`config.mk`:
```
export PLATFORM = sky130hd
export DESIGN_NAME = table_linear_interpolator
export DESIGN_NICKNAME = d
export VERILOG_FILES = /design/src/sv/tli_pkg.sv /design/src/sv/tli_ram.sv /design/src/sv/tli_divider.sv /design/src/sv/table_linear_interpolator.sv
export SDC_FILE = /design/constraint.sdc
export NUM_CORES = 2
export LEC_CHECK = 0
export ABC_AREA = 1
export BUFFER_PORTS_ARGS = -buffer_cell sky130_fd_sc_hd__clkbuf_2
export CAP_MARGIN = 20
export CORE_MARGIN = 4
export CORE_UTILIZATION = 45
export CTS_BUF_LIST = sky130_fd_sc_hd__clkbuf_8
export DETAILED_ROUTE_END_ITERATION = 12
export PLACE_DENSITY = 0.6
export RECOVER_POWER = 100
export REMOVE_ABC_BUFFERS = 1
export SETUP_SLACK_MARGIN = 0.3
export SYNTH_ARGS = -nofsm -noshare
export SYNTH_HDL_FRONTEND = slang
export SYNTH_SLANG_ARGS = --single-unit
```
`constraint.sdc`:
```
create_clock -name clk -period 8.5 [get_ports clk]
set_input_delay 1.275 -clock clk [delete_from_list [all_inputs] [get_ports clk]]
set_output_delay 1.275 -clock clk [all_outputs]
set_load 0.1 [all_outputs]
```
`src/sv/tli_pkg.sv`:
```
// Shared types and constants for the table linear interpolator.
// Used by tli_divider and table_linear_interpolator; depends on nothing.
package tli_pkg;

	// Field widths fixed by the interface.
	localparam int BP_W   = 16;
	localparam int VAL_W  = 16;
	localparam int IDX_W  = 6;
	localparam int PTS_W  = 7;
	localparam int APB_W  = 32;

	// Divider geometry: a 34-bit dividend and a 17-bit divisor give a 17-bit quotient.
	localparam int DIV_N_W = 34;
	localparam int DIV_D_W = 17;
	localparam int DIV_Q_W = 17;
	localparam int DIV_C_W = 5;

	// Product of two 17-bit signed differences.
	localparam int PROD_W = 34;

	// Reset value of the point count register.
	localparam logic [PTS_W-1:0] PTS_RESET = PTS_W'(2);

	// Request codes.
	localparam logic ACT_LOAD  = 1'b0;
	localparam logic ACT_QUERY = 1'b1;

	// One table entry as stored in memory.
	typedef struct packed {
		logic [BP_W-1:0]         bp;
		logic signed [VAL_W-1:0] val;
	} tli_entry_t;

	// Request into the divider.
	typedef struct packed {
		logic               start;
		logic [DIV_N_W-1:0] dividend;
		logic [DIV_D_W-1:0] divisor;
	} tli_div_req_t;

	// Response from the divider.
	typedef struct packed {
		logic               done;
		logic [DIV_Q_W-1:0] quotient;
	} tli_div_rsp_t;

	// Sequencer states.
	typedef enum logic [3:0] {
		S_IDLE,
		S_LAST,
		S_SEARCH,
		S_CMP,
		S_RD0,
		S_RD1,
		S_MUL,
		S_PREP,
		S_DIV,
		S_FIN
	} tli_state_t;

endpackage

```
`src/sv/tli_ram.sv`:
```
// Generic simple dual-port RAM: one write port and one read port, registered read.
// Depends on nothing.
module tli_ram #(
	parameter int WIDTH = 32,
	parameter int DEPTH = 64
) (
	input  logic                                   clk,
	input  logic                                   we,
	input  logic [((DEPTH > 1) ? $clog2(DEPTH) : 1)-1:0] waddr,
	input  logic [WIDTH-1:0]                       wdata,
	input  logic [((DEPTH > 1) ? $clog2(DEPTH) : 1)-1:0] raddr,
	output logic [WIDTH-1:0]                       rdata
);

	logic [WIDTH-1:0] mem_q [DEPTH];

	// Write port.
	always_ff @(posedge clk) begin
		if (we) begin
			mem_q[waddr] <= wdata;
		end
	end

	// Registered read port.
	always_ff @(posedge clk) begin
		rdata <= mem_q[raddr];
	end

endmodule

```
`src/sv/tli_divider.sv`:
```
// Restoring divider, one quotient bit per cycle, for the interpolation step.
// Depends on tli_pkg for its request and response types.
module tli_divider (
	input  logic                  clk,
	input  logic                  arst_n,
	input  tli_pkg::tli_div_req_t req,
	output tli_pkg::tli_div_rsp_t rsp
);

	localparam int QW = tli_pkg::DIV_Q_W;
	localparam int DW = tli_pkg::DIV_D_W;

	logic                          busy_q;
	logic                          done_q;
	logic                          ovf_q;
	logic [tli_pkg::DIV_C_W-1:0]   cnt_q;
	logic [DW-1:0]                 rem_q;
	logic [QW-1:0]                 quo_q;
	logic [DW-1:0]                 den_q;
	logic [DW:0]                   trial;
	logic                          take;
	logic [DW:0]                   diff;

	// Trial subtraction of the divisor from the shifted remainder.
	always_comb begin
		trial = {rem_q, quo_q[QW-1]};
		take  = trial >= {1'b0, den_q};
		diff  = trial - {1'b0, den_q};
	end

	// Control: run one iteration per quotient bit and flag the last one.
	always_ff @(posedge clk or negedge arst_n) begin
		if (!arst_n) begin
			busy_q <= 1'b0;
			done_q <= 1'b0;
			cnt_q  <= '0;
		end else begin
			done_q <= busy_q && (cnt_q == tli_pkg::DIV_C_W'(1));
			if (req.start) begin
				busy_q <= 1'b1;
				cnt_q  <= tli_pkg::DIV_C_W'(QW);
			end else if (busy_q) begin
				cnt_q <= cnt_q - tli_pkg::DIV_C_W'(1);
				if (cnt_q == tli_pkg::DIV_C_W'(1)) begin
					busy_q <= 1'b0;
				end
			end
		end
	end

	// Datapath: the upper dividend bits seed the remainder, the lower bits shift through.
	always_ff @(posedge clk) begin
		if (req.start) begin
			den_q <= req.divisor;
			rem_q <= req.dividend[tli_pkg::DIV_N_W-1:QW];
			quo_q <= req.dividend[QW-1:0];
			ovf_q <= req.dividend[tli_pkg::DIV_N_W-1:QW] >= req.divisor;
		end else if (busy_q) begin
			rem_q <= take ? diff[DW-1:0] : trial[DW-1:0];
			quo_q <= {quo_q[QW-2:0], take};
		end
	end

	// A quotient that does not fit reads as all ones; it saturates downstream.
	assign rsp.done     = done_q;
	assign rsp.quotient = ovf_q ? '1 : quo_q;

endmodule

```
`src/sv/table_linear_interpolator.sv`:
```
// Table linear interpolator: breakpoint table in RAM, binary search and interpolation.
// Depends on tli_pkg, tli_ram and tli_divider.
//
// Usage:
// Requests arrive on req_valid/req_stall. A load request (action = 0) writes
// breakpoint and point_value at point_index and gives no response. A query
// request (action = 1) gives one response on rsp_valid/rsp_stall carrying
// energy and beyond_table. A query beyond the last breakpoint in use goes
// straight to the response after the read of that breakpoint. Any other query
// runs a binary search, with a read state and a compare state per search step
// for the single RAM read port, two reads for the interval ends, the multiply,
// and the bit-serial divider. One request is worked on at a time; req_stall is
// low only while the sequencer is idle.
// A finished response sits in an output register, so the next request is taken
// while the receiver holds rsp_stall high; the sequencer waits only when a new
// response is ready and the old one is still held.
// The point count register (byte address 0) resets to 2; the table RAM is not
// cleared, so every entry a query touches must be loaded first. Reset empties
// the output register and returns the sequencer to idle.
module table_linear_interpolator #(
	parameter int MAX_POINTS = 64
) (
	input  logic                                clk,
	input  logic                                arst_n,
	// Request channel.
	input  logic                                req_valid,
	output logic                                req_stall,
	input  logic                                action,
	input  logic [tli_pkg::IDX_W-1:0]           point_index,
	input  logic [tli_pkg::BP_W-1:0]            breakpoint,
	input  logic signed [tli_pkg::VAL_W-1:0]    point_value,
	input  logic [tli_pkg::BP_W-1:0]            query_distance,
	// Response channel.
	output logic                                rsp_valid,
	input  logic                                rsp_stall,
	output logic signed [tli_pkg::VAL_W-1:0]    energy,
	output logic                                beyond_table,
	// Configuration port.
	input  logic                                psel,
	input  logic                                penable,
	input  logic                                pwrite,
	input  logic [2:0]                          paddr,
	input  logic [tli_pkg::APB_W-1:0]           pwdata,
	output logic [tli_pkg::APB_W-1:0]           prdata,
	output logic                                pready
);

	localparam int AW = (MAX_POINTS > 1) ? $clog2(MAX_POINTS) : 1;
	localparam int CW = ($clog2(MAX_POINTS + 1) > tli_pkg::PTS_W) ?
		$clog2(MAX_POINTS + 1) : tli_pkg::PTS_W;
	localparam int LW = (AW > tli_pkg::IDX_W) ? AW : tli_pkg::IDX_W;
	localparam int EW = $bits(tli_pkg::tli_entry_t);
	localparam int SW = tli_pkg::DIV_Q_W + 2;

	tli_pkg::tli_state_t   state_q, state_nx;

	logic [tli_pkg::PTS_W-1:0]          pts_q;
	logic [tli_pkg::BP_W-1:0]           r_q;
	logic [AW-1:0]                      lo_q, hi_q, mid_q;
	logic [tli_pkg::BP_W-1:0]           x0_q, x1_q;
	logic signed [tli_pkg::VAL_W-1:0]   v0_q, v1_q;
	logic signed [tli_pkg::PROD_W-1:0]  num_q;
	logic signed [tli_pkg::DIV_D_W-1:0] den_q;
	logic                               neg_q, flat_q, far_q;
	logic                               rsp_valid_q, beyond_q;
	logic signed [tli_pkg::VAL_W-1:0]   energy_q;

	logic                               req_fire, fin_fire;
	logic [CW-1:0]                      pts_wide, n_pts, n_m1;
	logic [AW-1:0]                      last_idx, mid_c;
	logic [LW-1:0]                      idx_wide;
	logic                               load_ok;
	logic                               more_steps;
	logic                               ram_we;
	logic [AW-1:0]                      ram_waddr, ram_raddr;
	tli_pkg::tli_entry_t                wentry, rentry;
	logic [EW-1:0]                      ram_rdata;
	logic                               beyond_c, below_c, den_bad;
	logic signed [tli_pkg::DIV_D_W-1:0] den_c, dr_c, dv_c;
	logic signed [tli_pkg::PROD_W-1:0]  num_c, mag_c;
	tli_pkg::tli_div_req_t              div_req;
	tli_pkg::tli_div_rsp_t              div_rsp;
	logic [SW-1:0]                      step_mag;
	logic signed [SW-1:0]               step_c, sum_c;
	logic signed [tli_pkg::VAL_W-1:0]   sat_c;

	// Configuration register, always ready.
	assign pready = 1'b1;
	assign prdata = paddr[2] ? '0 : tli_pkg::APB_W'(pts_q);

	always_ff @(posedge clk or negedge arst_n) begin
		if (!arst_n) begin
			pts_q <= tli_pkg::PTS_RESET;
		end else if (psel && penable && pwrite && pready && !paddr[2]) begin
			pts_q <= pwdata[tli_pkg::PTS_W-1:0];
		end
	end

	// Points in use, clamped to the legal range, and the last index in use.
	always_comb begin
		pts_wide = CW'(pts_q);
		if (pts_wide < CW'(2)) begin
			n_pts = CW'(2);
		end else if (pts_wide > CW'(MAX_POINTS)) begin
			n_pts = CW'(MAX_POINTS);
		end else begin
			n_pts = pts_wide;
		end
		n_m1     = n_pts - CW'(1);
		last_idx = n_m1[AW-1:0];
	end

	// Load address and range check.
	always_comb begin
		idx_wide = LW'(point_index);
		load_ok  = {1'b0, idx_wide} < (LW + 1)'(MAX_POINTS);
	end

	assign req_fire = req_valid && !req_stall;
	assign fin_fire = (state_q == tli_pkg::S_FIN) && (!rsp_valid_q || !rsp_stall);

	// Search step decisions.
	always_comb begin
		more_steps = {1'b0, hi_q} > ({1'b0, lo_q} + (AW + 1)'(1));
		mid_c      = lo_q + ((hi_q - lo_q) >> 1);
		rentry     = tli_pkg::tli_entry_t'(ram_rdata);
		beyond_c   = r_q > rentry.bp;
		below_c    = r_q < rentry.bp;
	end

	// Table memory: breakpoint and value share one entry.
	assign wentry.bp  = breakpoint;
	assign wentry.val = point_value;

	tli_ram #(
		.WIDTH(EW),
		.DEPTH(MAX_POINTS)
	) u_ram (
		.clk  (clk),
		.we   (ram_we),
		.waddr(ram_waddr),
		.wdata(wentry),
		.raddr(ram_raddr),
		.rdata(ram_rdata)
	);

	// Next state.
	always_comb begin
		state_nx = state_q;
		unique case (state_q)
			tli_pkg::S_IDLE: begin
				if (req_fire && action == tli_pkg::ACT_QUERY) begin
					state_nx = tli_pkg::S_LAST;
				end
			end
			tli_pkg::S_LAST:   state_nx = beyond_c ? tli_pkg::S_FIN : tli_pkg::S_SEARCH;
			tli_pkg::S_SEARCH: state_nx = more_steps ? tli_pkg::S_CMP : tli_pkg::S_RD0;
			tli_pkg::S_CMP:    state_nx = tli_pkg::S_SEARCH;
			tli_pkg::S_RD0:    state_nx = tli_pkg::S_RD1;
			tli_pkg::S_RD1:    state_nx = tli_pkg::S_MUL;
			tli_pkg::S_MUL:    state_nx = tli_pkg::S_PREP;
			tli_pkg::S_PREP:   state_nx = den_bad ? tli_pkg::S_FIN : tli_pkg::S_DIV;
			tli_pkg::S_DIV: begin
				if (div_rsp.done) begin
					state_nx = tli_pkg::S_FIN;
				end
			end
			tli_pkg::S_FIN: begin
				if (fin_fire) begin
					state_nx = tli_pkg::S_IDLE;
				end
			end
			default: state_nx = tli_pkg::S_IDLE;
		endcase
	end

	// Sequencer outputs: stall and RAM ports.
	always_comb begin
		req_stall     = 1'b1;
		ram_we        = 1'b0;
		ram_waddr     = idx_wide[AW-1:0];
		ram_raddr     = lo_q;
		unique case (state_q)
			tli_pkg::S_IDLE: begin
				req_stall = 1'b0;
				ram_we    = req_valid && action == tli_pkg::ACT_LOAD && load_ok;
				ram_raddr = last_idx;
			end
			tli_pkg::S_SEARCH: ram_raddr = more_steps ? mid_c : lo_q;
			tli_pkg::S_RD0:    ram_raddr = lo_q + AW'(1);
			default: begin
			end
		endcase
	end

	always_ff @(posedge clk or negedge arst_n) begin
		if (!arst_n) begin
			state_q <= tli_pkg::S_IDLE;
		end else begin
			state_q <= state_nx;
		end
	end

	// Interval differences and their product.
	always_comb begin
		den_c = $signed({1'b0, x1_q}) - $signed({1'b0, x0_q});
		dr_c  = $signed({1'b0, r_q}) - $signed({1'b0, x0_q});
		dv_c  = $signed({v1_q[tli_pkg::VAL_W-1], v1_q}) -
			$signed({v0_q[tli_pkg::VAL_W-1], v0_q});
		num_c = dv_c * dr_c;
	end

	// Divider request: (2*|num| + den) / (2*den) rounds half away from zero.
	always_comb begin
		den_bad          = den_q[tli_pkg::DIV_D_W-1] || (den_q == '0);
		div_req.start    = (state_q == tli_pkg::S_PREP) && !den_bad;
		mag_c            = num_q[tli_pkg::PROD_W-1] ? -num_q : num_q;
		div_req.dividend = {mag_c[tli_pkg::DIV_N_W-2:0], 1'b0} +
			tli_pkg::DIV_N_W'($unsigned(den_q));
		div_req.divisor  = {den_q[tli_pkg::DIV_D_W-2:0], 1'b0};
	end

	tli_divider u_div (
		.clk   (clk),
		.arst_n(arst_n),
		.req   (div_req),
		.rsp   (div_rsp)
	);

	// Final sum and saturation.
	always_comb begin
		step_mag = flat_q ? '0 : SW'(div_rsp.quotient);
		step_c   = neg_q ? -$signed(step_mag) : $signed(step_mag);
		sum_c    = SW'(v0_q) + step_c;
		if (sum_c > SW'(32767)) begin
			sat_c = 16'sh7fff;
		end else if (sum_c < -SW'(32768)) begin
			sat_c = -16'sh8000;
		end else begin
			sat_c = sum_c[tli_pkg::VAL_W-1:0];
		end
	end

	// Query datapath registers.
	always_ff @(posedge clk) begin
		unique case (state_q)
			tli_pkg::S_IDLE: begin
				r_q  <= query_distance;
				lo_q <= '0;
				hi_q <= last_idx;
			end
			tli_pkg::S_LAST: far_q <= beyond_c;
			tli_pkg::S_SEARCH: mid_q <= mid_c;
			tli_pkg::S_CMP: begin
				if (below_c) begin
					hi_q <= mid_q;
				end else begin
					lo_q <= mid_q;
				end
			end
			tli_pkg::S_RD0: begin
				x0_q <= rentry.bp;
				v0_q <= rentry.val;
			end
			tli_pkg::S_RD1: begin
				x1_q <= rentry.bp;
				v1_q <= rentry.val;
			end
			tli_pkg::S_MUL: begin
				num_q <= num_c;
				den_q <= den_c;
			end
			tli_pkg::S_PREP: begin
				flat_q <= den_bad;
				neg_q  <= num_q[tli_pkg::PROD_W-1];
			end
			default: begin
			end
		endcase
	end

	// Output register: holds a response until the receiver takes it.
	always_ff @(posedge clk or negedge arst_n) begin
		if (!arst_n) begin
			rsp_valid_q <= 1'b0;
		end else if (fin_fire) begin
			rsp_valid_q <= 1'b1;
		end else if (!rsp_stall) begin
			rsp_valid_q <= 1'b0;
		end
	end

	always_ff @(posedge clk) begin
		if (fin_fire) begin
			beyond_q <= far_q;
			energy_q <= far_q ? '0 : sat_c;
		end
	end

	assign rsp_valid    = rsp_valid_q;
	assign energy       = energy_q;
	assign beyond_table = beyond_q;

	// A beyond-table response always carries zero.
	a_beyond_zero: assert property (@(posedge clk) disable iff (!arst_n)
		rsp_valid && beyond_table |-> energy == '0)
		else $error("beyond-table response with nonzero energy");

	// The search window never collapses.
	a_search_window: assert property (@(posedge clk) disable iff (!arst_n)
		state_q == tli_pkg::S_SEARCH |-> lo_q < hi_q)
		else $error("search window empty");

	// A query request starts with the read of the last breakpoint.
	a_query_start: assert property (@(posedge clk) disable iff (!arst_n)
		req_fire && action == tli_pkg::ACT_QUERY |=> state_q == tli_pkg::S_LAST)
		else $error("query request did not start the search");

	// The divider finishes only while the sequencer waits for it.
	a_div_done: assert property (@(posedge clk) disable iff (!arst_n)
		div_rsp.done |-> state_q == tli_pkg::S_DIV)
		else $error("divider finished outside its wait state");

endmodule
```
==> reports/qor.csv <==
metric,value,unit
Reg area,69220,um2
max_slew headroom,-119.6,%
Most Crowded Layer GR,met2,
root buffer cell,clkbuf_8,
DP Wirelength,200100,um
# fillers,23350,
Routed WL,340800,um
Synth top area share,57.86,%
total gr overflow,0,
Tot GR Track Use,24.60,%
global-route track usage on met2,41.55,%
Worst Path Required,9.18,ns
I/O pin cnt,149,
synth unique cells,56,
number of DRC markers in iteration 0,8448,
"Primary FF master, synth",edfxtp_1,
Syn Inst Count,11170,
Max-Cap Viols,131,
endpoint type of the worst setup path,register,
width of the die,519.5,um
first-pass GRT wire length,508100,um
critical path type,register to register,
grt met1 use,32.75,%
H-tree lvl count,5,
total negative slack,0,ns
status,finished with violations,
final setup fails,0,
Residual DRC,0,
most frequent cells after synthesis,"nand3_1 (2,271), edfxtp_1 (2,268), nand2_1 (1,773)",
layout cells sized above 1,6.842,%
Ys Warns,0,
CP dominant cell by count,nand2_1,
"Clk pin slew, worst setup/hold paths",0.06,ns
Nets,11990,
worst min-delay path category,register to register,
Via density,5.438,
failing checks,"max-capacitance violations, max-slew violations",
CP max stage delay,0.55,ns
Max Slew Vio Count,4327,
cell taking the most area after synthesis,edfxtp_1,
CTS buffer count,396,
Critical Path Fanout Max,13,
clk sink count,2319,
wire per inst,22.49,um
"FFs w/ async S/R, synth",0.8193,%
PortBufs,95,
site row count,187,
pin count of the biggest net entering global routing,188,
clock latency on the worst-skew pair,1.03,ns
DR vias,82410,
grt met3 use,3.391,%
sequential area share after synthesis,58.81,%
cts hold-fix bufs,0,
Mapped Area,117700,um2
critical path arrival,8.71,ns
slowest CP cell,fa_1,
Routed Antenna Nets,0,
worst slew pin tran,3.295,ns
Detailed Routing Iterations Pass 1,6,
RSZ-0062 raised after global routing,true,
Critical Path Start Type,register,
die area,269800,um2
Synth Register Bits,2319,
period utilization,94.37,%
CTS tree,done,
synthesis-to-layout area growth,9.858,%
vias in the first global route,80970,
Final Skew,0.1268,ns
Post-synth EDFFs,2268,
most frequent cell after synthesis,nand3_1,
multi-input logic area,39240,um2
core area,259900,um2
syn_area_per_cell,10.54,um2
initial core utilization,45.28,%
Tmin final,8.021,ns
Die Span Y,519.5,um
Area contributors post-synth,"edfxtp_1 (58%), nand3_1 (9.7%), nand2_1 (5.7%), inv_1 (5.6%), fa_1 (5.2%)",
CTS Buffer Depth,4,
initial antenna violation count,22,
Fmax,124.7,MHz
RD Place Congestion,0.9059,
final hold violation count,0,
metal layers:
layer | part of all wire, % | vias to the layer above
li1 | - | 38010
met1 | 41 | 40640
met2 | 49 | 3113
met3 | 6.9 | 634
met4 | 3.3 | 14
met5 | 0.027 | -
worst max-delay path, delay by kind of cell, from the launching register on:
family	cells	cell delay, ns
compound gates	9	1.79
xor+xnor	1	0.10
fa+ha+maj	8	3.65
buf+inv	6	0.83
flops	1	0.41
simple gates	8	0.98
final timing paths:
kind / slack, ns / end / depth (start not counted) / start
setup / recovery: 0.48 / num_q[30] / 32 / r_q[2]
hold / removal: 0.42 / v1_q[6] / 0 / u_ram.rdata[6]
setup reg to reg: 0.48 / num_q[30] / 32 / r_q[2]
hold reg to reg: 0.42 / v1_q[6] / 0 / u_ram.rdata[6]
max in group asynchronous: 6.96 / pts_q[3] / 1 / arst_n
min in group asynchronous: 0.65 / rsp_valid / 1 / arst_n
what timing repair did:
item                                    in CTS  in global routing
buffers inserted                             0                  4
pin swaps                                    0                  1
gates resized for setup                      1                 19
endpoints found under the setup margin       1                 14
cell families after synthesis:
| logic type | after synthesis | share of synthesized area (%) |
|---|---|---|
| buf+inv | 2412 | 8.210 |
| xor+xnor | 184 | 1.375 |
| compound gates | 431 | 2.047 |
| simple gates | 5282 | 21.85 |
| flops | 2319 | 58.81 |
| other cells | 2 | 0.006380 |
| fa+ha+maj | 542 | 7.706 |
registers in the layout (all words and copies together), names as in the netlist, 17 cells and up:
signal,count
u_div.quo_q,17
den_q,17
u_ram.rdata,32
num_q,34
u_ram.mem_q,2048
u_div.rem_q,17
layout make-up:
cell class / count / share of cell area, %
Tap cell: 3496 / 3.383
Multi-Input combinational cell: 6465 / 30.35
Sequential cell: 2319 / 53.53
Inverter: 1784 / 5.200
Timing Repair Buffer: 383 / 1.986
Clock buffer: 412 / 4.385
Antenna cell: 10 / 0.01935
Clock inverter: 285 / 1.152
cell usage in the layout, fill, tap and decap left out, drive strengths merged, types with 3 or more instances in the layout:
| cell type | synthesis | final |
|---|---|---|
| nand3 | 2272 | 2272 |
| edfxtp | 2268 | 2268 |
| inv | 1772 | 1906 |
| nand2 | 1778 | 1778 |
| nand3b | 757 | 757 |
| clkbuf | 180 | 620 |
| nor2 | 395 | 395 |
| fa | 305 | 305 |
| ha | 237 | 237 |
| a21oi | 202 | 202 |
| buf | 448 | 175 |
| clkinv | 12 | 147 |
| o21ai | 143 | 143 |
| xor2 | 123 | 123 |
| xnor2 | 61 | 61 |
| dfxtp | 32 | 32 |
| nor3 | 26 | 26 |
| conb | 2 | 26 |
| nand4 | 21 | 21 |
| o211ai | 20 | 20 |
| dfrtp | 18 | 18 |
| or2 | 14 | 14 |
| nor4 | 13 | 13 |
| diode | 0 | 10 |
| a31oi | 10 | 10 |
| o31ai | 9 | 9 |
| bufinv | 0 | 9 |
| o21a | 9 | 9 |
| a21o | 8 | 8 |
| o21bai | 7 | 7 |
| clkinvlp | 0 | 7 |
| a211oi | 5 | 5 |
| a221oi | 4 | 4 |
| a21boi | 4 | 4 |
| and2 | 3 | 3 |
| o2111ai | 3 | 3 |
per-stage QoR:
stage / setup slack, ns / hold slack, ns / cell area, um2 / utilization (%) / cells
finish: 0.4788 / 0.4238 / 129300 / 49.75 / 15150
global route: 0.1182 / 0.4470 / 129300 / 49.74 / 15150
CTS: 0.3875 / 0.2817 / 129900 / 49.98 / 15140
detailed placement: 0.3233 / 0.4157 / 122800 / 47.23 / 14440
global placement: 0.3083 / 0.4132 / 122700 / 47.22 / 14440
floorplan: -25.81 / 0.4037 / 114800 / - / 10570
Power is not shown: default switching activity piles up to over one toggle a cycle in this logic, so the estimate is an artifact.
